$ cat src/design/ccfm_pkg.sv
// Shared types and constants of the color channel frequency meter.
// Holds payload structs, the register map, controller codes and arithmetic widths.
// Depends on nothing; every other design file imports it.
package ccfm_pkg;

    // Field and register widths
    localparam int CAPT_W   = 16;
    localparam int CHAN_W   = 2;
    localparam int CLK_W    = 27;
    localparam int MOD_W    = 17;
    localparam int CAL_W    = 20;
    localparam int INT_W    = 8;
    localparam int CFG_A_W  = 3;

    // Arithmetic widths: wrap sum, divisor, scaled numerator, iteration counter
    localparam int PER_W    = 18;
    localparam int DEN_W    = 24;
    localparam int NUM_W    = 35;
    localparam int CNT_W    = 5;
    localparam int QUO_W    = CLK_W;

    localparam int PERIOD_SCALE = 72;
    localparam int FULL_SCALE   = 255;
    localparam int FREQ_ITER    = CLK_W;
    localparam int SCALE_ITER   = INT_W;

    // Register reset values
    localparam logic [CLK_W-1:0] CLOCK_HZ_RST = CLK_W'(72000000);
    localparam logic [MOD_W-1:0] MODULUS_RST  = MOD_W'(20000);
    localparam logic [CAL_W-1:0] CAL_MIN_RST  = '0;
    localparam logic [CAL_W-1:0] CAL_MAX_RST  = CAL_W'(1000000);

    localparam logic [CHAN_W-1:0] CH_RED   = 2'd0;
    localparam logic [CHAN_W-1:0] CH_GREEN = 2'd1;
    localparam logic [CHAN_W-1:0] CH_BLUE  = 2'd2;
    localparam logic [CHAN_W-1:0] CH_CLEAR = 2'd3;

    typedef enum logic [0:0] {
        OP_START = 1'b0,
        OP_EDGE  = 1'b1
    } t_opcode;

    typedef enum logic [CFG_A_W-1:0] {
        CFG_CLOCK_HZ,
        CFG_TIMER_MODULUS,
        CFG_MIN_RED,
        CFG_MAX_RED,
        CFG_MIN_GREEN,
        CFG_MAX_GREEN,
        CFG_MIN_BLUE,
        CFG_MAX_BLUE
    } t_cfg_idx;

    typedef struct packed {
        t_opcode             opcode;
        logic [CHAN_W-1:0]   channel;
        logic [CAPT_W-1:0]   capture_time;
    } t_in_item;

    typedef struct packed {
        logic [INT_W-1:0]    intensity;
        logic [CHAN_W-1:0]   result_channel;
        logic [CLK_W-1:0]    frequency;
    } t_out_item;

    typedef enum logic [3:0] {
        S_IDLE,
        S_PERIOD,
        S_MULT,
        S_FSTART,
        S_FWAIT,
        S_SPREP,
        S_SCHECK,
        S_SWAIT,
        S_DONE
    } t_state;

    typedef enum logic [1:0] {
        PH_IDLE,
        PH_FIRST,
        PH_SECOND
    } t_phase;

    typedef enum logic [1:0] {
        INT_ZERO,
        INT_FULL,
        INT_QUOT,
        INT_LAST
    } t_inten_sel;

    // Controller to datapath commands
    typedef struct packed {
        logic       load_chan;
        logic       load_first;
        logic       load_second;
        logic       calc_period;
        logic       calc_div;
        logic       div_start_freq;
        logic       latch_freq;
        logic       scale_prep;
        logic       div_start_scale;
        logic       set_inten;
        t_inten_sel inten_sel;
        logic       load_out;
    } t_cmd;

    // Datapath to controller status
    typedef struct packed {
        logic div_busy;
        logic is_clear;
        logic span_empty;
        logic gt_lo;
        logic over;
    } t_stat;

endpackage

$ cat src/design/ccfm_divider.sv
// Shared restoring divider, one quotient bit per cycle.
// Serves both the frequency division and the intensity scaling division.
// Depends on ccfm_pkg.
module ccfm_divider (
    input  logic                        i_clk,
    input  logic                        i_rst_n,
    input  logic                        i_start,
    input  logic [ccfm_pkg::DEN_W-1:0]  i_rem_init,
    input  logic [ccfm_pkg::QUO_W-1:0]  i_bits,
    input  logic [ccfm_pkg::DEN_W-1:0]  i_den,
    input  logic [ccfm_pkg::CNT_W-1:0]  i_count,
    output logic                        o_busy,
    output logic [ccfm_pkg::QUO_W-1:0]  o_quot
);
    import ccfm_pkg::*;

    logic [DEN_W-1:0] r_rem;
    logic [QUO_W-1:0] r_bits;
    logic [DEN_W-1:0] r_den;
    logic [QUO_W-1:0] r_quot;
    logic [CNT_W-1:0] r_cnt;
    logic             r_busy;

    logic [DEN_W:0]   trial;
    logic [DEN_W:0]   diff;
    logic             fits;

    // Shift in the next dividend bit and try one subtraction
    always_comb begin
        trial = {r_rem, r_bits[QUO_W-1]};
        diff  = trial - {1'b0, r_den};
        fits  = trial >= {1'b0, r_den};
    end

    // Control: load on start, count down the iterations
    always_ff @(posedge i_clk) begin
        if (!i_rst_n) begin
            r_busy <= 1'b0;
            r_cnt  <= '0;
        end else if (i_start) begin
            r_busy <= 1'b1;
            r_cnt  <= i_count;
        end else if (r_busy) begin
            r_cnt <= r_cnt - 1'b1;
            if (r_cnt == CNT_W'(1)) begin
                r_busy <= 1'b0;
            end
        end
    end

    // Datapath: remainder, dividend bits and quotient
    always_ff @(posedge i_clk) begin
        if (i_start) begin
            r_rem  <= i_rem_init;
            r_bits <= i_bits;
            r_den  <= i_den;
            r_quot <= '0;
        end else if (r_busy) begin
            r_rem  <= fits ? diff[DEN_W-1:0] : trial[DEN_W-1:0];
            r_bits <= {r_bits[QUO_W-2:0], 1'b0};
            r_quot <= {r_quot[QUO_W-2:0], fits};
        end
    end

    assign o_busy = r_busy;
    assign o_quot = r_quot;

endmodule

$ cat src/design/ccfm_ctrl.sv
// Controller state machine of the frequency meter: arming phase, sequencing
// of period, division and scaling steps, and the output valid flag.
// Depends on ccfm_pkg.
module ccfm_ctrl (
    input  logic              i_clk,
    input  logic              i_rst_n,
    input  logic              i_in_valid,
    input  ccfm_pkg::t_opcode i_in_op,
    input  logic              i_out_stall,
    input  ccfm_pkg::t_stat   i_stat,
    output logic              o_in_stall,
    output logic              o_out_valid,
    output ccfm_pkg::t_cmd    o_cmd
);
    import ccfm_pkg::*;

    t_state r_state, n_state;
    t_phase r_phase, n_phase;
    logic   r_out_valid, n_out_valid;
    logic   out_free;
    logic   in_accept;

    // State registers
    always_ff @(posedge i_clk) begin
        if (!i_rst_n) begin
            r_state     <= S_IDLE;
            r_phase     <= PH_IDLE;
            r_out_valid <= 1'b0;
        end else begin
            r_state     <= n_state;
            r_phase     <= n_phase;
            r_out_valid <= n_out_valid;
        end
    end

    // Next state and commands
    always_comb begin
        n_state    = r_state;
        n_phase    = r_phase;
        o_cmd      = '0;
        o_in_stall = (r_state != S_IDLE);
        in_accept  = (r_state == S_IDLE) && i_in_valid;
        out_free   = !r_out_valid || !i_out_stall;

        unique case (r_state)
            S_IDLE: begin
                if (i_in_valid) begin
                    priority if (i_in_op == OP_START) begin
                        o_cmd.load_chan = 1'b1;
                        n_phase         = PH_FIRST;
                    end else if (r_phase == PH_FIRST) begin
                        o_cmd.load_first = 1'b1;
                        n_phase          = PH_SECOND;
                    end else if (r_phase == PH_SECOND) begin
                        o_cmd.load_second = 1'b1;
                        n_phase           = PH_IDLE;
                        n_state           = S_PERIOD;
                    end else begin
                        // drop edges while not armed
                        n_phase = r_phase;
                    end
                end
            end
            S_PERIOD: begin
                o_cmd.calc_period = 1'b1;
                n_state           = S_MULT;
            end
            S_MULT: begin
                o_cmd.calc_div = 1'b1;
                n_state        = S_FSTART;
            end
            S_FSTART: begin
                o_cmd.div_start_freq = 1'b1;
                n_state              = S_FWAIT;
            end
            S_FWAIT: begin
                if (!i_stat.div_busy) begin
                    o_cmd.latch_freq = 1'b1;
                    if (i_stat.is_clear) begin
                        o_cmd.set_inten = 1'b1;
                        o_cmd.inten_sel = INT_LAST;
                        n_state         = S_DONE;
                    end else begin
                        n_state = S_SPREP;
                    end
                end
            end
            S_SPREP: begin
                o_cmd.scale_prep = 1'b1;
                n_state          = S_SCHECK;
            end
            S_SCHECK: begin
                priority if (i_stat.span_empty) begin
                    o_cmd.set_inten = 1'b1;
                    o_cmd.inten_sel = i_stat.gt_lo ? INT_FULL : INT_ZERO;
                    n_state         = S_DONE;
                end else if (!i_stat.gt_lo) begin
                    o_cmd.set_inten = 1'b1;
                    o_cmd.inten_sel = INT_ZERO;
                    n_state         = S_DONE;
                end else if (i_stat.over) begin
                    o_cmd.set_inten = 1'b1;
                    o_cmd.inten_sel = INT_FULL;
                    n_state         = S_DONE;
                end else begin
                    o_cmd.div_start_scale = 1'b1;
                    n_state               = S_SWAIT;
                end
            end
            S_SWAIT: begin
                if (!i_stat.div_busy) begin
                    o_cmd.set_inten = 1'b1;
                    o_cmd.inten_sel = INT_QUOT;
                    n_state         = S_DONE;
                end
            end
            S_DONE: begin
                if (out_free) begin
                    o_cmd.load_out = 1'b1;
                    n_state        = S_IDLE;
                end
            end
            default: begin
                n_state = S_IDLE;
            end
        endcase

        // Output valid: set on load, clear when the transaction completes
        priority if (o_cmd.load_out) begin
            n_out_valid = 1'b1;
        end else if (r_out_valid && !i_out_stall) begin
            n_out_valid = 1'b0;
        end else begin
            n_out_valid = r_out_valid;
        end
    end

    assign o_out_valid = r_out_valid;

    // Divider runs only while the controller waits for it
    a_busy_wait: assert property (@(posedge i_clk) disable iff (!i_rst_n)
        i_stat.div_busy |-> (r_state == S_FWAIT || r_state == S_SWAIT))
        else $error("divider busy outside a wait state");

    // Never overwrite a result that is still stalled
    a_no_overwrite: assert property (@(posedge i_clk) disable iff (!i_rst_n)
        o_cmd.load_out |-> (!r_out_valid || !i_out_stall))
        else $error("output register overwritten while stalled");

    // A closing edge starts the period computation
    a_close_edge: assert property (@(posedge i_clk) disable iff (!i_rst_n)
        (in_accept && i_in_op == OP_EDGE && r_phase == PH_SECOND)
        |=> (r_state == S_PERIOD && r_phase == PH_IDLE))
        else $error("closing edge did not start a measurement");

    // A new result appears only out of the done state
    a_valid_src: assert property (@(posedge i_clk) disable iff (!i_rst_n)
        $rose(r_out_valid) |-> ($past(r_state) == S_DONE))
        else $error("result valid raised outside the done state");

endmodule

$ cat src/design/ccfm_datapath.sv
// Datapath of the frequency meter: configuration registers, capture stamps,
// period and divisor arithmetic, intensity scaling and the output register.
// Depends on ccfm_pkg and ccfm_divider.
module ccfm_datapath #(
    parameter int CAPTURE_WIDTH = 16
) (
    input  logic                          i_clk,
    input  logic                          i_rst_n,
    input  ccfm_pkg::t_in_item            i_in_data,
    input  logic                          i_cfg_we,
    input  logic [ccfm_pkg::CFG_A_W-1:0]  i_cfg_addr,
    input  logic [ccfm_pkg::CLK_W-1:0]    i_cfg_data,
    input  ccfm_pkg::t_cmd                i_cmd,
    output ccfm_pkg::t_stat               o_stat,
    output ccfm_pkg::t_out_item           o_out_data
);
    import ccfm_pkg::*;

    localparam int STAMP_W = (CAPTURE_WIDTH < CAPT_W) ? CAPTURE_WIDTH : CAPT_W;

    // Configuration registers
    logic [CLK_W-1:0] r_clock_hz;
    logic [MOD_W-1:0] r_modulus;
    logic [CAL_W-1:0] r_min_red, r_max_red;
    logic [CAL_W-1:0] r_min_green, r_max_green;
    logic [CAL_W-1:0] r_min_blue, r_max_blue;

    // Measurement registers
    logic [CHAN_W-1:0]  r_chan;
    logic [STAMP_W-1:0] r_first;
    logic [STAMP_W-1:0] r_second;
    logic [MOD_W-1:0]   r_period;
    logic [DEN_W-1:0]   r_divisor;
    logic [CLK_W-1:0]   r_freq;
    logic [NUM_W-1:0]   r_num;
    logic [CAL_W-1:0]   r_span;
    logic               r_span_empty;
    logic               r_gt_lo;
    logic [INT_W-1:0]   r_inten;
    logic [INT_W-1:0]   r_last;
    t_out_item          r_out;

    logic [PER_W-1:0]   stamp_h, stamp_l, wrap_sum, period;
    logic [CAL_W-1:0]   cal_lo, cal_hi;
    logic [CLK_W-1:0]   freq_excess;
    logic [NUM_W-1:0]   excess_w;
    logic [INT_W-1:0]   n_inten;

    logic               div_start;
    logic [DEN_W-1:0]   div_rem_init;
    logic [QUO_W-1:0]   div_bits;
    logic [DEN_W-1:0]   div_den;
    logic [CNT_W-1:0]   div_count;
    logic               div_busy;
    logic [QUO_W-1:0]   div_quot;

    // Register writes
    always_ff @(posedge i_clk) begin
        if (!i_rst_n) begin
            r_clock_hz  <= CLOCK_HZ_RST;
            r_modulus   <= MODULUS_RST;
            r_min_red   <= CAL_MIN_RST;
            r_max_red   <= CAL_MAX_RST;
            r_min_green <= CAL_MIN_RST;
            r_max_green <= CAL_MAX_RST;
            r_min_blue  <= CAL_MIN_RST;
            r_max_blue  <= CAL_MAX_RST;
        end else if (i_cfg_we) begin
            unique case (t_cfg_idx'(i_cfg_addr))
                CFG_CLOCK_HZ:      r_clock_hz  <= i_cfg_data;
                CFG_TIMER_MODULUS: r_modulus   <= i_cfg_data[MOD_W-1:0];
                CFG_MIN_RED:       r_min_red   <= i_cfg_data[CAL_W-1:0];
                CFG_MAX_RED:       r_max_red   <= i_cfg_data[CAL_W-1:0];
                CFG_MIN_GREEN:     r_min_green <= i_cfg_data[CAL_W-1:0];
                CFG_MAX_GREEN:     r_max_green <= i_cfg_data[CAL_W-1:0];
                CFG_MIN_BLUE:      r_min_blue  <= i_cfg_data[CAL_W-1:0];
                CFG_MAX_BLUE:      r_max_blue  <= i_cfg_data[CAL_W-1:0];
                default:           r_clock_hz  <= r_clock_hz;
            endcase
        end
    end

    // Period with wraparound at the timer modulus
    always_comb begin
        stamp_h  = PER_W'(r_second);
        stamp_l  = PER_W'(r_first);
        wrap_sum = PER_W'(r_modulus) + stamp_h;
        priority if (r_second > r_first) begin
            period = stamp_h - stamp_l;
        end else if (wrap_sum > stamp_l) begin
            period = wrap_sum - stamp_l;
        end else begin
            period = PER_W'(1);
        end
    end

    // Calibration of the measured channel
    always_comb begin
        unique case (r_chan)
            CH_RED: begin
                cal_lo = r_min_red;
                cal_hi = r_max_red;
            end
            CH_GREEN: begin
                cal_lo = r_min_green;
                cal_hi = r_max_green;
            end
            CH_BLUE: begin
                cal_lo = r_min_blue;
                cal_hi = r_max_blue;
            end
            default: begin
                cal_lo = r_min_blue;
                cal_hi = r_max_blue;
            end
        endcase
        freq_excess = r_freq - CLK_W'(cal_lo);
        excess_w    = NUM_W'(freq_excess);
    end

    // First stamp, channel and last intensity
    always_ff @(posedge i_clk) begin
        if (!i_rst_n) begin
            r_chan  <= '0;
            r_first <= '0;
            r_last  <= '0;
        end else begin
            if (i_cmd.load_chan) begin
                r_chan <= i_in_data.channel;
            end
            if (i_cmd.load_first) begin
                r_first <= i_in_data.capture_time[STAMP_W-1:0];
            end
            if (i_cmd.set_inten && i_cmd.inten_sel != INT_LAST) begin
                r_last <= n_inten;
            end
        end
    end

    // Intensity source selection
    always_comb begin
        unique case (i_cmd.inten_sel)
            INT_ZERO: n_inten = '0;
            INT_FULL: n_inten = INT_W'(FULL_SCALE);
            INT_QUOT: n_inten = div_quot[INT_W-1:0];
            INT_LAST: n_inten = r_last;
            default:  n_inten = '0;
        endcase
    end

    // Arithmetic steps, one per command
    always_ff @(posedge i_clk) begin
        if (i_cmd.load_second) begin
            r_second <= i_in_data.capture_time[STAMP_W-1:0];
        end
        if (i_cmd.calc_period) begin
            r_period <= period[MOD_W-1:0];
        end
        if (i_cmd.calc_div) begin
            r_divisor <= DEN_W'(r_period) * DEN_W'(PERIOD_SCALE);
        end
        if (i_cmd.latch_freq) begin
            r_freq <= div_quot;
        end
        if (i_cmd.scale_prep) begin
            // 255 * excess as (excess << 8) - excess
            r_num        <= (excess_w << INT_W) - excess_w;
            r_span       <= cal_hi - cal_lo;
            r_span_empty <= (cal_hi <= cal_lo);
            r_gt_lo      <= (r_freq > CLK_W'(cal_lo));
        end
        if (i_cmd.set_inten) begin
            r_inten <= n_inten;
        end
        if (i_cmd.load_out) begin
            r_out.intensity      <= r_inten;
            r_out.result_channel <= r_chan;
            r_out.frequency      <= r_freq;
        end
    end

    // Divider operands: clock over divisor, or scaled excess over span
    always_comb begin
        div_start = i_cmd.div_start_freq || i_cmd.div_start_scale;
        if (i_cmd.div_start_scale) begin
            div_rem_init = DEN_W'(r_num[NUM_W-1:INT_W]);
            div_bits     = {r_num[INT_W-1:0], (QUO_W-INT_W)'(0)};
            div_den      = DEN_W'(r_span);
            div_count    = CNT_W'(SCALE_ITER);
        end else begin
            div_rem_init = '0;
            div_bits     = r_clock_hz;
            div_den      = r_divisor;
            div_count    = CNT_W'(FREQ_ITER);
        end
    end

    ccfm_divider u_div (
        .i_clk      (i_clk),
        .i_rst_n    (i_rst_n),
        .i_start    (div_start),
        .i_rem_init (div_rem_init),
        .i_bits     (div_bits),
        .i_den      (div_den),
        .i_count    (div_count),
        .o_busy     (div_busy),
        .o_quot     (div_quot)
    );

    // Status toward the controller
    always_comb begin
        o_stat.div_busy   = div_busy;
        o_stat.is_clear   = (r_chan == CH_CLEAR);
        o_stat.span_empty = r_span_empty;
        o_stat.gt_lo      = r_gt_lo;
        o_stat.over       = (r_num >= NUM_W'({r_span, INT_W'(0)}));
    end

    assign o_out_data = r_out;

endmodule

$ cat src/design/color_channel_frequency_meter.sv
// Color channel frequency meter: start, first-edge and ignored items are taken without a stall.
// A closing edge runs the period, divisor, frequency division and scaling steps, then
// raises the result valid; the shared one-bit-per-cycle divider gives 27 frequency bits
// and 8 scaling bits. Clear channel and clamped intensities skip the scaling division.
// Input stalls from a closing edge until its result enters the output register.
// Synchronous active-low reset: idle, disarmed, configuration registers at defaults.
module color_channel_frequency_meter #(
    parameter int CAPTURE_WIDTH = 16
) (
    input  logic                          i_clk,
    input  logic                          i_rst_n,
    input  logic                          i_in_valid,
    output logic                          o_in_stall,
    input  ccfm_pkg::t_in_item            i_in_data,
    output logic                          o_out_valid,
    input  logic                          i_out_stall,
    output ccfm_pkg::t_out_item           o_out_data,
    input  logic                          i_cfg_we,
    input  logic [ccfm_pkg::CFG_A_W-1:0]  i_cfg_addr,
    input  logic [ccfm_pkg::CLK_W-1:0]    i_cfg_data
);
    import ccfm_pkg::*;

    t_cmd  cmd;
    t_stat stat;

    // Sequencer
    ccfm_ctrl u_ctrl (
        .i_clk       (i_clk),
        .i_rst_n     (i_rst_n),
        .i_in_valid  (i_in_valid),
        .i_in_op     (i_in_data.opcode),
        .i_out_stall (i_out_stall),
        .i_stat      (stat),
        .o_in_stall  (o_in_stall),
        .o_out_valid (o_out_valid),
        .o_cmd       (cmd)
    );

    // Arithmetic and storage
    ccfm_datapath #(
        .CAPTURE_WIDTH (CAPTURE_WIDTH)
    ) u_dp (
        .i_clk      (i_clk),
        .i_rst_n    (i_rst_n),
        .i_in_data  (i_in_data),
        .i_cfg_we   (i_cfg_we),
        .i_cfg_addr (i_cfg_addr),
        .i_cfg_data (i_cfg_data),
        .i_cmd      (cmd),
        .o_stat     (stat),
        .o_out_data (o_out_data)
    );

endmodule

$ cat config.mk
export PLATFORM = sky130hd
export DESIGN_NAME = color_channel_frequency_meter
export DESIGN_NICKNAME = d
export VERILOG_FILES = /design/src/design/ccfm_pkg.sv /design/src/design/ccfm_divider.sv /design/src/design/ccfm_ctrl.sv /design/src/design/ccfm_datapath.sv /design/src/design/color_channel_frequency_meter.sv
export SDC_FILE = /design/constraint.sdc
export NUM_CORES = 1
export LEC_CHECK = 0
export BUFFER_PORTS_ARGS = -buffer_cell sky130_fd_sc_hd__buf_2
export CAP_MARGIN = 20
export CORE_ASPECT_RATIO = 1.1
export CORE_MARGIN = 3
export CORE_UTILIZATION = 30
export CTS_BUF_LIST = sky130_fd_sc_hd__clkbuf_4 sky130_fd_sc_hd__clkbuf_8
export CTS_CLUSTER_SIZE = 40
export DETAILED_ROUTE_END_ITERATION = 10
export GPL_TIMING_DRIVEN = 0
export PLACE_DENSITY = 0.45
export REMOVE_ABC_BUFFERS = 1
export SKIP_CTS_REPAIR_TIMING = 1
export SYNTH_ARGS = -nofsm -noshare
export SYNTH_HDL_FRONTEND = slang
export SYNTH_SLANG_ARGS = --single-unit
$ cat constraint.sdc
create_clock -name i_clk -period 8.1 [get_ports i_clk]
set_input_delay 0 -clock i_clk [delete_from_list [all_inputs] [get_ports i_clk]]
set_output_delay 0 -clock i_clk [all_outputs]
set_load 0.05 [all_outputs]
### Word level (Yosys, flattened, before mapping)

Index checks and enable logic that the tools add are counted.

| word-level totals | value |
|---|---|
| word-level logic and storage cells | 167 |
| register bits | 488 |
| output and inout bits | 39 |

| cells by class | value |
|---|---|
| add/subtract/negate cells | 8 |
| eq/ne operators | 32 |
| reductions and logical operators | 23 |
| magnitude comparators | 6 |
| multiplexer cells | 63 |
| multipliers | 1 |

Operator list:

| cell | number |
|---|---|
| 2-to-1 mux 24 bit | 4 |
| 2-to-1 mux 27 bit | 3 |
| one-hot mux 20 bit (2 select lines) | 2 |
| 2-to-1 mux 4 bit | 11 |
| one-hot mux 4 bit (9 select lines) | 1 |
| >= comparator 35 x 28 -> 1 bit | 1 |
| subtractor 35 x 27 -> 35 bit | 1 |
| 2-to-1 mux 17 bit | 2 |
| one-hot mux 8 bit (4 select lines) | 1 |
| greater-than comparator 27 x 20 -> 1 bit | 1 |
| subtractor 27 x 20 -> 27 bit | 1 |
| >= comparator 25 x 24 -> 1 bit | 1 |
| 2-to-1 mux 3 bit | 8 |
| subtractor 24 bit | 1 |
| 2-to-1 mux 1 bit | 22 |
| multiplier 17 x 4 -> 21 bit, second input constant | 1 |
| <= comparator 20 bit | 1 |
| 2-to-1 mux 20 bit | 1 |
| subtractor 20 bit | 1 |
| adder 17 x 16 -> 18 bit | 1 |
| greater-than comparator 18 x 16 -> 1 bit | 1 |
| subtractor 16 x 16 -> 17 bit | 1 |
| subtractor 17 x 16 -> 17 bit | 1 |
| == test 4 x 3 -> 1 bit, second input constant | 4 |
| 28 further kinds | 61 |

### Longest topological paths before layout

Gate-level depths: netlist (run 1).

| logic depth | value |
|---|---|
| depth after elaboration | 7 |
| gate-level depth with buffers | 35 |

### Cells and area by module

Synthesis (run 1) repeated with hierarchy kept, for this count alone.

| unflattened totals | value |
|---|---|
| cell total of the unflattened synthesis | 2930 |
| area, all modules | 28159.5 sq um |

By module, submodules not included:

| module | times used | area each (sq um) | cells an instance |
|---|---|---|---|
| ccfm_datapath | 1 | 21774.6 | 2325 |
| ccfm_divider | 1 | 5834.3 | 532 |
| ccfm_ctrl | 1 | 550.5 | 73 |

### Least setup slack after synthesis (run 1)

No wires, ideal clock.

| path | value |
|---|---|
| path type | reg-to-reg |
| start | register u_dp.r_chan[1] |
| end | register u_dp.r_num[34], data pin |
| buffers on the path | 7 |
| setup slack | 1.551 ns |
| data arrival time | 6.285 ns |
| clock period less this slack | 6.549 ns |
| cell stages (with the launch flop) | 32 |
| required time | 7.835 ns |
| cells stage by stage | dfxtp_1 -> buf_4 -> buf_2 -> buf_2 -> buf_2 -> buf_2 -> clkbuf_1 -> clkbuf_1 -> nor2_1 -> a21oi_1 -> ha_1 -> a21oi_1 -> a21oi_2 -> a211o_4 -> a21oi_4 -> nor2b_1 -> nand2_1 -> nand2_1 -> xnor2_1 -> inv_1 -> ha_1 -> a21o_1 -> a21o_1 -> a21oi_1 -> o21ai_0 -> a21oi_1 -> or4b_1 -> o211a_1 -> a31o_4 -> a21oi_4 -> o211ai_1 -> xor2_1 |

| on the way | value |
|---|---|
| word-level cells in the longest chain between the ends | 4 |

Ends and longest elaborated chain:

| what | RTL line | text |
|---|---|---|
| start, declared | ccfm_datapath.sv:29 | `logic [CHAN_W-1:0] r_chan;` |
| start signal, assigned | ccfm_datapath.sv:129 | `r_chan <= i_in_data.channel;` |
| == test 2 x 1 -> 1 bit / logical NOT 2 bit (equally long branches) | ccfm_datapath.sv:99 | `unique case (r_chan)` |
| one-hot mux 20 bit (2 select lines) * | ccfm_datapath.sv:99 |  |
| subtractor 27 x 20 -> 27 bit * | ccfm_datapath.sv:117 | `freq_excess = r_freq - CLK_W'(cal_lo);` |
| subtractor 35 x 27 -> 35 bit * | ccfm_datapath.sv:167 | `r_num <= (excess_w << INT_W) - excess_w;` |
| end signal, assigned | ccfm_datapath.sv:167 |  |
| end, declared | ccfm_datapath.sv:35 | `logic [NUM_W-1:0] r_num;` |

Mark *: on every way between the ends. The rest lies on a longest branch, timed or not.
A chain may end at the register's enable or synchronous reset.

### Worst setup path after layout (run 1)

| path | value |
|---|---|
| start | register u_dp.r_chan[0] |
| end | register u_dp.r_num[34], data pin |

The elaborated chain is that of the path after synthesis.

==> impl_metrics.json, run 1 <==
{
  "status": "finished, final reports clean",
  "track_usage": 0.166,
  "syn_area_um2": 27400,
  "io_pins": 93,
  "layout.nets": 3257,
  "drc": 0,
  "synthCells": 2889,
  "die_w_um": 294,
  "synth_edf_count": 258,
  "root_buffer": "clkbuf_8",
  "cts_buffers": 90,
  "required_ps": 8510,
  "yosys.cell_types.count": 88,
  "ant_nets": 0,
  "syn2layout_area_growth_pct": 16.5,
  "p_sw_uw": 1570,
  "relSlewSlack": 0.243,
  "min_path_cells": 2,
  "finalHoldViolCount": 0,
  "routed_wl_um": 79400,
  "synth-seq-cells": 488,
  "hpwl_um": 59600,
  "ys_seq_area_frac": 0.451,
  "hold_path.class": "in -> reg",
  "worst-path-max-fanout": 44,
  "multiInputGateArea_um2": 13900,
  "coreArea_um2": 89900,
  "comb_power_share": 0.122,
  "syn_avg_cell_area_um2": 9.47,
  "cpMaxStageDelayCell": "dfxtp_4",
  "ys_warn_count": 0,
  "io_buffers": 92,
  "synth_area_leaders": "edfxtp_1 (28%), dfxtp_1 (17%), ha_1 (7.6%)",
  "fin_setup_tns_ps": 0,
  "cts_max_level": 3,
  "path_common_cell": "a21oi_1",
  "dr.pass1.iters": 5,
  "start_util": 0.304,
  "final_layout_size_suffix_gt1_frac": 0.122,
  "yosysMostFrequentCell": "nand2_1",
  "die_y_um": 323,
  "pwr-share-clk": 0.422,
  "via_count": 21100,
  "numClockSinks": 488,
  "timing.final.crit_period_ps": 7460,
  "synth_common_cells": "nand2_1 (522), edfxtp_1 (258), dfxtp_1 (230)",
  "max_freq_mhz": 134,
  "postLayoutCellArea_um2": 31900,
  "grt_first_pass_wirelength_um": 122000,
  "critPathArrivalTime_ps": 7870,
  "post_dp_cell_area_um2": 29300,
  "synth_top_area_share": 0.283,
  "cp_top_family": "compound AO/OA/AOI/OAI gates",
  "r2r_cells": 25,
  "cts.path.max_buffers": 3,
  "power_leakage_uw": 0.0122,
  "synthArstFlopShare": 0,
  "intPower_uw": 4470,
  "cts.reportedPaths.clkPinSlew_ps": 60,
  "via_per_inst": 4.94,
  "place_congestion": 0.837,
  "cts_tree": "yes",
  "cp_num_buf_inv": 1,
  "grt_start_max_net_pins": 124,
  "insertion_delay_ps": 690,
  "grt.overflow.total": 0,
  "die_area_um2": 94900,
  "worst_slew_pin_slew_ps": 1140,
  "cp.depth": 25,
  "grt_antenna_before_repair": 4,
  "rsz0062_at_grt": "no",
  "max_stage_delay_ps": 920,
  "pwr-share-seq": 0.455,
  "synth_ff_type": "edfxtp_1",
  "startpoint_type": "flip-flop",
  "drv_cap": 0,
  "routedWlPerCell_um": 18.6,
  "critical_path_class": "reg -> reg",
  "p_sw_frac": 0.259,
  "grt_pass1_vias": 21000,
  "rows": 115,
  "regArea_um2": 12400,
  "finalSetupViolations": 0,
  "synth_area_leader_cell": "edfxtp_1",
  "drt_iter0_drc": 1182,
  "fillers": 9147,
  "p_per_area_nw_per_um2": 189,
  "drv_slew": 0,
  "fin_skew_ps": 32.2,
  "ir_worst_vdd_v": 0.000108,
  "end_kind": "flip-flop",
  "post-route-period-util": 0.921
}
-- cells by family (layout without fill, tap and decap cells) --
family	count (synthesis)	after routing	synth area share
flip-flops	488	488	0.451
AO/OA/AOI/OAI	695	695	0.174
AND/OR/NAND/NOR	990	990	0.162
buffers and inverters	289	507	0.0428
other	0	1	0
adder cells (fa/ha/maj)	182	182	0.0844
XOR/XNOR	143	143	0.0473
multiplexers	102	102	0.0383
-- worst register-to-register path: cells and delay by family, from the launching register on --
kind	cells	cell delay [ps]
mux	1	320
xor+xnor	2	550
simple gates	5	770
flops	1	920
compound gates	14	3750
buf+inv	1	100
fa+ha+maj	2	790
-- layer usage --
layer,up-vias,global-route usage,wire [µm]
met3,128,0.0283,3380
met5,-,0,39
met2,411,0.275,37200
met1,10100,0.215,36100
met4,6,0.0689,2750
li1,10500,-,-
-- layout by cell type, fill, tap and decap left out, types with 20 or more instances in the layout --
master,count
o21ai_0,123
clkbuf_4,35
xnor2_1,97
nor3_1,34
nor2_1,150
inv_1,148
edfxtp_1,258
nand2b_1,26
ha_1,166
o21bai_1,27
nand3_1,73
buf_2,91
dlygate4sd3_1,60
nand4_1,20
clkbuf_8,108
a21o_1,65
a21oi_1,136
nor2b_1,40
xor2_1,42
a21boi_0,164
mux2i_1,81
mux2_2,20
nand2_1,522
dfxtp_1,227
-- registers in the layout, indices dropped and copies added (netlist names), 4 cells and up --
name	flops
u_ctrl.r_state	4
u_dp.o_out_data	37
u_dp.r_clock_hz	27
u_dp.r_divisor	21
u_dp.r_first	16
u_dp.r_freq	27
u_dp.r_inten	8
u_dp.r_last	8
u_dp.r_max_blue	20
u_dp.r_max_green	20
u_dp.r_max_red	20
u_dp.r_min_blue	20
u_dp.r_min_green	20
u_dp.r_min_red	20
u_dp.r_modulus	17
u_dp.r_num	35
u_dp.r_period	17
u_dp.r_second	16
u_dp.r_span	20
u_dp.u_div.o_quot	27
u_dp.u_div.r_bits	27
u_dp.u_div.r_cnt	5
u_dp.u_div.r_den	24
u_dp.u_div.r_rem	24
-- through the flow --
stage / hold WS (ps) / utilization / total power (µW) / setup slack [ps] / instances
floorplan: 71.8 / - / 3270 / 689 / 2750
global placement: 192 / 0.319 / 3500 / -3780 / 4012
detailed placement: 196 / 0.326 / 3520 / 688 / 4047
CTS: -564 / 0.348 / 6110 / 674 / 4216
global route: 1.16 / 0.354 / 6330 / 352 / 4278
finish: 55.5 / 0.354 / 6030 / 642 / 4278
-- power groups by stage --
stage	clock network (µW)	registers, µW	logic, µW
6_report	2550	2750	738
5_1_grt	2760	2760	822
4_1_cts	2640	2750	722
3_5_place_dp	0	2800	717
3_3_place_gp	0	2810	691
2_1_floorplan	0	2780	494
-- worst paths after layout --
kind	startpoint	endpoint	slack (ps)
worst max-delay path	u_dp.r_chan[0]	u_dp.r_num[34]	640
worst min-delay path	i_in_data[12]	u_dp.r_second[12]	60
worst max register to register	u_dp.r_chan[0]	u_dp.r_num[34]	640
worst min register to register	u_dp.r_inten[6]	u_dp.o_out_data[35]	420
-- final cells by class --
cell class / instances / area share
Timing Repair Buffer: 188 / 0.0495
Antenna cell: 1 / 0.0000785
Inverter: 150 / 0.0177
Multi-Input combinational cell: 2112 / 0.437
Clock buffer: 143 / 0.0549
Sequential cell: 488 / 0.388
Tap cell: 1170 / 0.0459
Clock inverter: 26 / 0.00706
Note: power is estimated with default switching activity, not from simulation.
==> run 2, diff against run 1 <==
--- a/config.mk
+++ b/config.mk
@@ -14,6 +14,7 @@
 export CTS_CLUSTER_SIZE = 40
 export DETAILED_ROUTE_END_ITERATION = 10
+export GPL_ROUTABILITY_DRIVEN = 0
 export GPL_TIMING_DRIVEN = 0
-export PLACE_DENSITY = 0.45
+export PLACE_DENSITY = 0.54
 export REMOVE_ABC_BUFFERS = 1
 export SKIP_CTS_REPAIR_TIMING = 1
==> constraint.sdc (replaced) <==
create_clock -name i_clk -period 8.1 [get_ports i_clk]
set_input_delay 0 -clock i_clk [delete_from_list [all_inputs] [get_ports i_clk]]
set_output_delay 0 -clock i_clk [all_outputs]
set_load 0.01 [all_outputs]
==> run 2 against run 1 <==
Non-clock buffer count grew 3. Fmax grew 5.9%. Largest power group unchanged. Register-to-register slack gained 420 ps. Combinational power is essentially flat. Routed wire length shrank 5.4%. Utilization shrank 0.19 points. Power shrank 3.0%. Critical path depth is the same.
==> impl_metrics.json, run 2 (same netlist as run 1, synthesis figures left out) <==
{
  "final_layout_size_suffix_gt1_frac": 0.114,
  "path_common_cell": "a21oi_1",
  "drc": 0,
  "hold_path.class": "in -> reg",
  "io_buffers": 92,
  "worst-path-max-fanout": 44,
  "finalHoldViolCount": 0,
  "via_count": 20800,
  "die_y_um": 323,
  "p_per_area_nw_per_um2": 185,
  "routed_wl_um": 75100,
  "crit_start": "u_dp.r_chan[0]",
  "via_per_inst": 4.89,
  "dp_cells": 4044,
  "track_usage": 0.156,
  "cts_buffers": 83,
  "grt_first_pass_wirelength_um": 116000,
  "cts.reportedPaths.clkPinSlew_ps": 60,
  "drv_cap": 0,
  "wl_met3_um": 2810,
  "grt_start_max_net_pins": 140,
  "cp_top_family": "compound AO/OA/AOI/OAI gates",
  "dr.pass1.iters": 5,
  "cts_tree": "yes",
  "regArea_um2": 12400,
  "fillers": 9187,
  "multiInputGateArea_um2": 13900,
  "critPathArrivalTime_ps": 7460,
  "cpMaxStageDelayCell": "dfxtp_4",
  "syn2layout_area_growth_pct": 15.9,
  "dr.max_layer_used": "met4",
  "die_w_um": 294,
  "routedWlPerCell_um": 17.6,
  "required_ps": 8520,
  "ant_nets": 0,
  "start_util": 0.304,
  "end_kind": "flip-flop",
  "final_cells": 4261,
  "cts_max_level": 3,
  "root_buffer": "clkbuf_8",
  "grt_antenna_before_repair": 2,
  "worst_slew_pin_slew_ps": 1080,
  "status": "finished, final reports clean",
  "reg2reg_from": "u_dp.r_chan[0]",
  "max_stage_delay_ps": 890,
  "final_util": 0.353,
  "relSlewSlack": 0.272,
  "wl_met1_um": 34600,
  "grt.overflow.total": 0,
  "final_cell_mix": "nand2_1 (522), edfxtp_1 (258), dfxtp_1 (227)",
  "critical_path_class": "reg -> reg",
  "grt_pass1_vias": 19900,
  "max_freq_mhz": 142,
  "fin_ws_ps": 1060,
  "ir_worst_vdd_v": 0.000133,
  "dp_slack_ps": 1030,
  "fin_skew_ps": 36.9,
  "layout.nets": 3253,
  "io_pins": 93,
  "startpoint_type": "flip-flop",
  "rows": 115,
  "largest_reg_flops": 37,
  "coreArea_um2": 89900,
  "rsz0062_at_grt": "no",
  "drv_slew": 0,
  "numClockSinks": 488,
  "cts.path.max_buffers": 3,
  "worstHoldStart": "i_in_data[12]",
  "die_area_um2": 94900,
  "timing.final.crit_period_ps": 7040,
  "post-route-period-util": 0.869,
  "finalSetupViolations": 0,
  "drt_iter0_drc": 1268,
  "cp_num_buf_inv": 1,
  "power_leakage_uw": 0.0121,
  "met2_length_um": 36000,
  "insertion_delay_ps": 670,
  "power_uw": 5850,
  "hpwl_um": 55100,
  "layout_commonest_cell": "nand2_1"
}
-- run 2: metal layers --
| layer | GRT usage | vias up |
|---|---|---|
| li1 | - | 10500 |
| met5 | 0 | - |
| met1 | 0.205 | 9856 |
| met3 | 0.0234 | 99 |
| met4 | 0.0447 | 0 |
| met2 | 0.266 | 384 |
-- run 2: per-stage QoR --
stage	hold slack, ps	setup TNS, ps	instance area [µm²]
floorplan	71.8	0	26800
global placement	193	-360680	28700
detailed placement	195	0	29300
CTS	-534	0	31000
global route	51.2	0	31700
finish	89.9	0	31700
-- run 2: final timing paths --
check / to / slack, ps / cells past startpoint
worst max register to register: u_dp.r_num[34] / 1060 / 25
worst min register to register: u_dp.o_out_data[31] / 420 / 0
worst min-delay path: u_dp.r_second[12] / 90 / 2
worst max-delay path: u_dp.r_num[34] / 1060 / 25
-- run 2: worst reg2reg max path: stages, from the launching register on --
cell and delay, ps:
dfxtp_4 890, mux2i_1 310, nor2_1 60, a21oi_1 630
ha_1 390, a21oi_1 320, a21oi_2 150, a211o_4 400
a21oi_4 280, nor2b_1 100, nand2_1 70, nand2_1 70
xnor2_1 260, inv_1 80, ha_1 390, a21o_1 210
a21o_1 160, a21oi_1 160, o21ai_0 140, a21oi_1 210
or4b_1 460, o211a_1 270, a31o_4 270, a21oi_4 180
o211ai_1 130, xor2_1 190
-- run 2: power breakdown --
| part | internal [µW] | total [µW] | switching, µW | leakage (µW) |
|---|---|---|---|---|
| combinational | 310 | 737 | 427 | 0.00695 |
| clock | 1350 | 2370 | 1030 | 0.000942 |
| sequential | 2690 | 2740 | 55.5 | 0.00419 |
-- run 2: final cells by class --
class                      instances  area share
multi-input combinational       2112       0.440
clock inverter                    22     0.00698
tap                             1170      0.0462
inverter                         150      0.0178
sequential                       488       0.390
timing repair buffer             191      0.0507
antenna                            2    0.000158
clock buffer                     126      0.0488
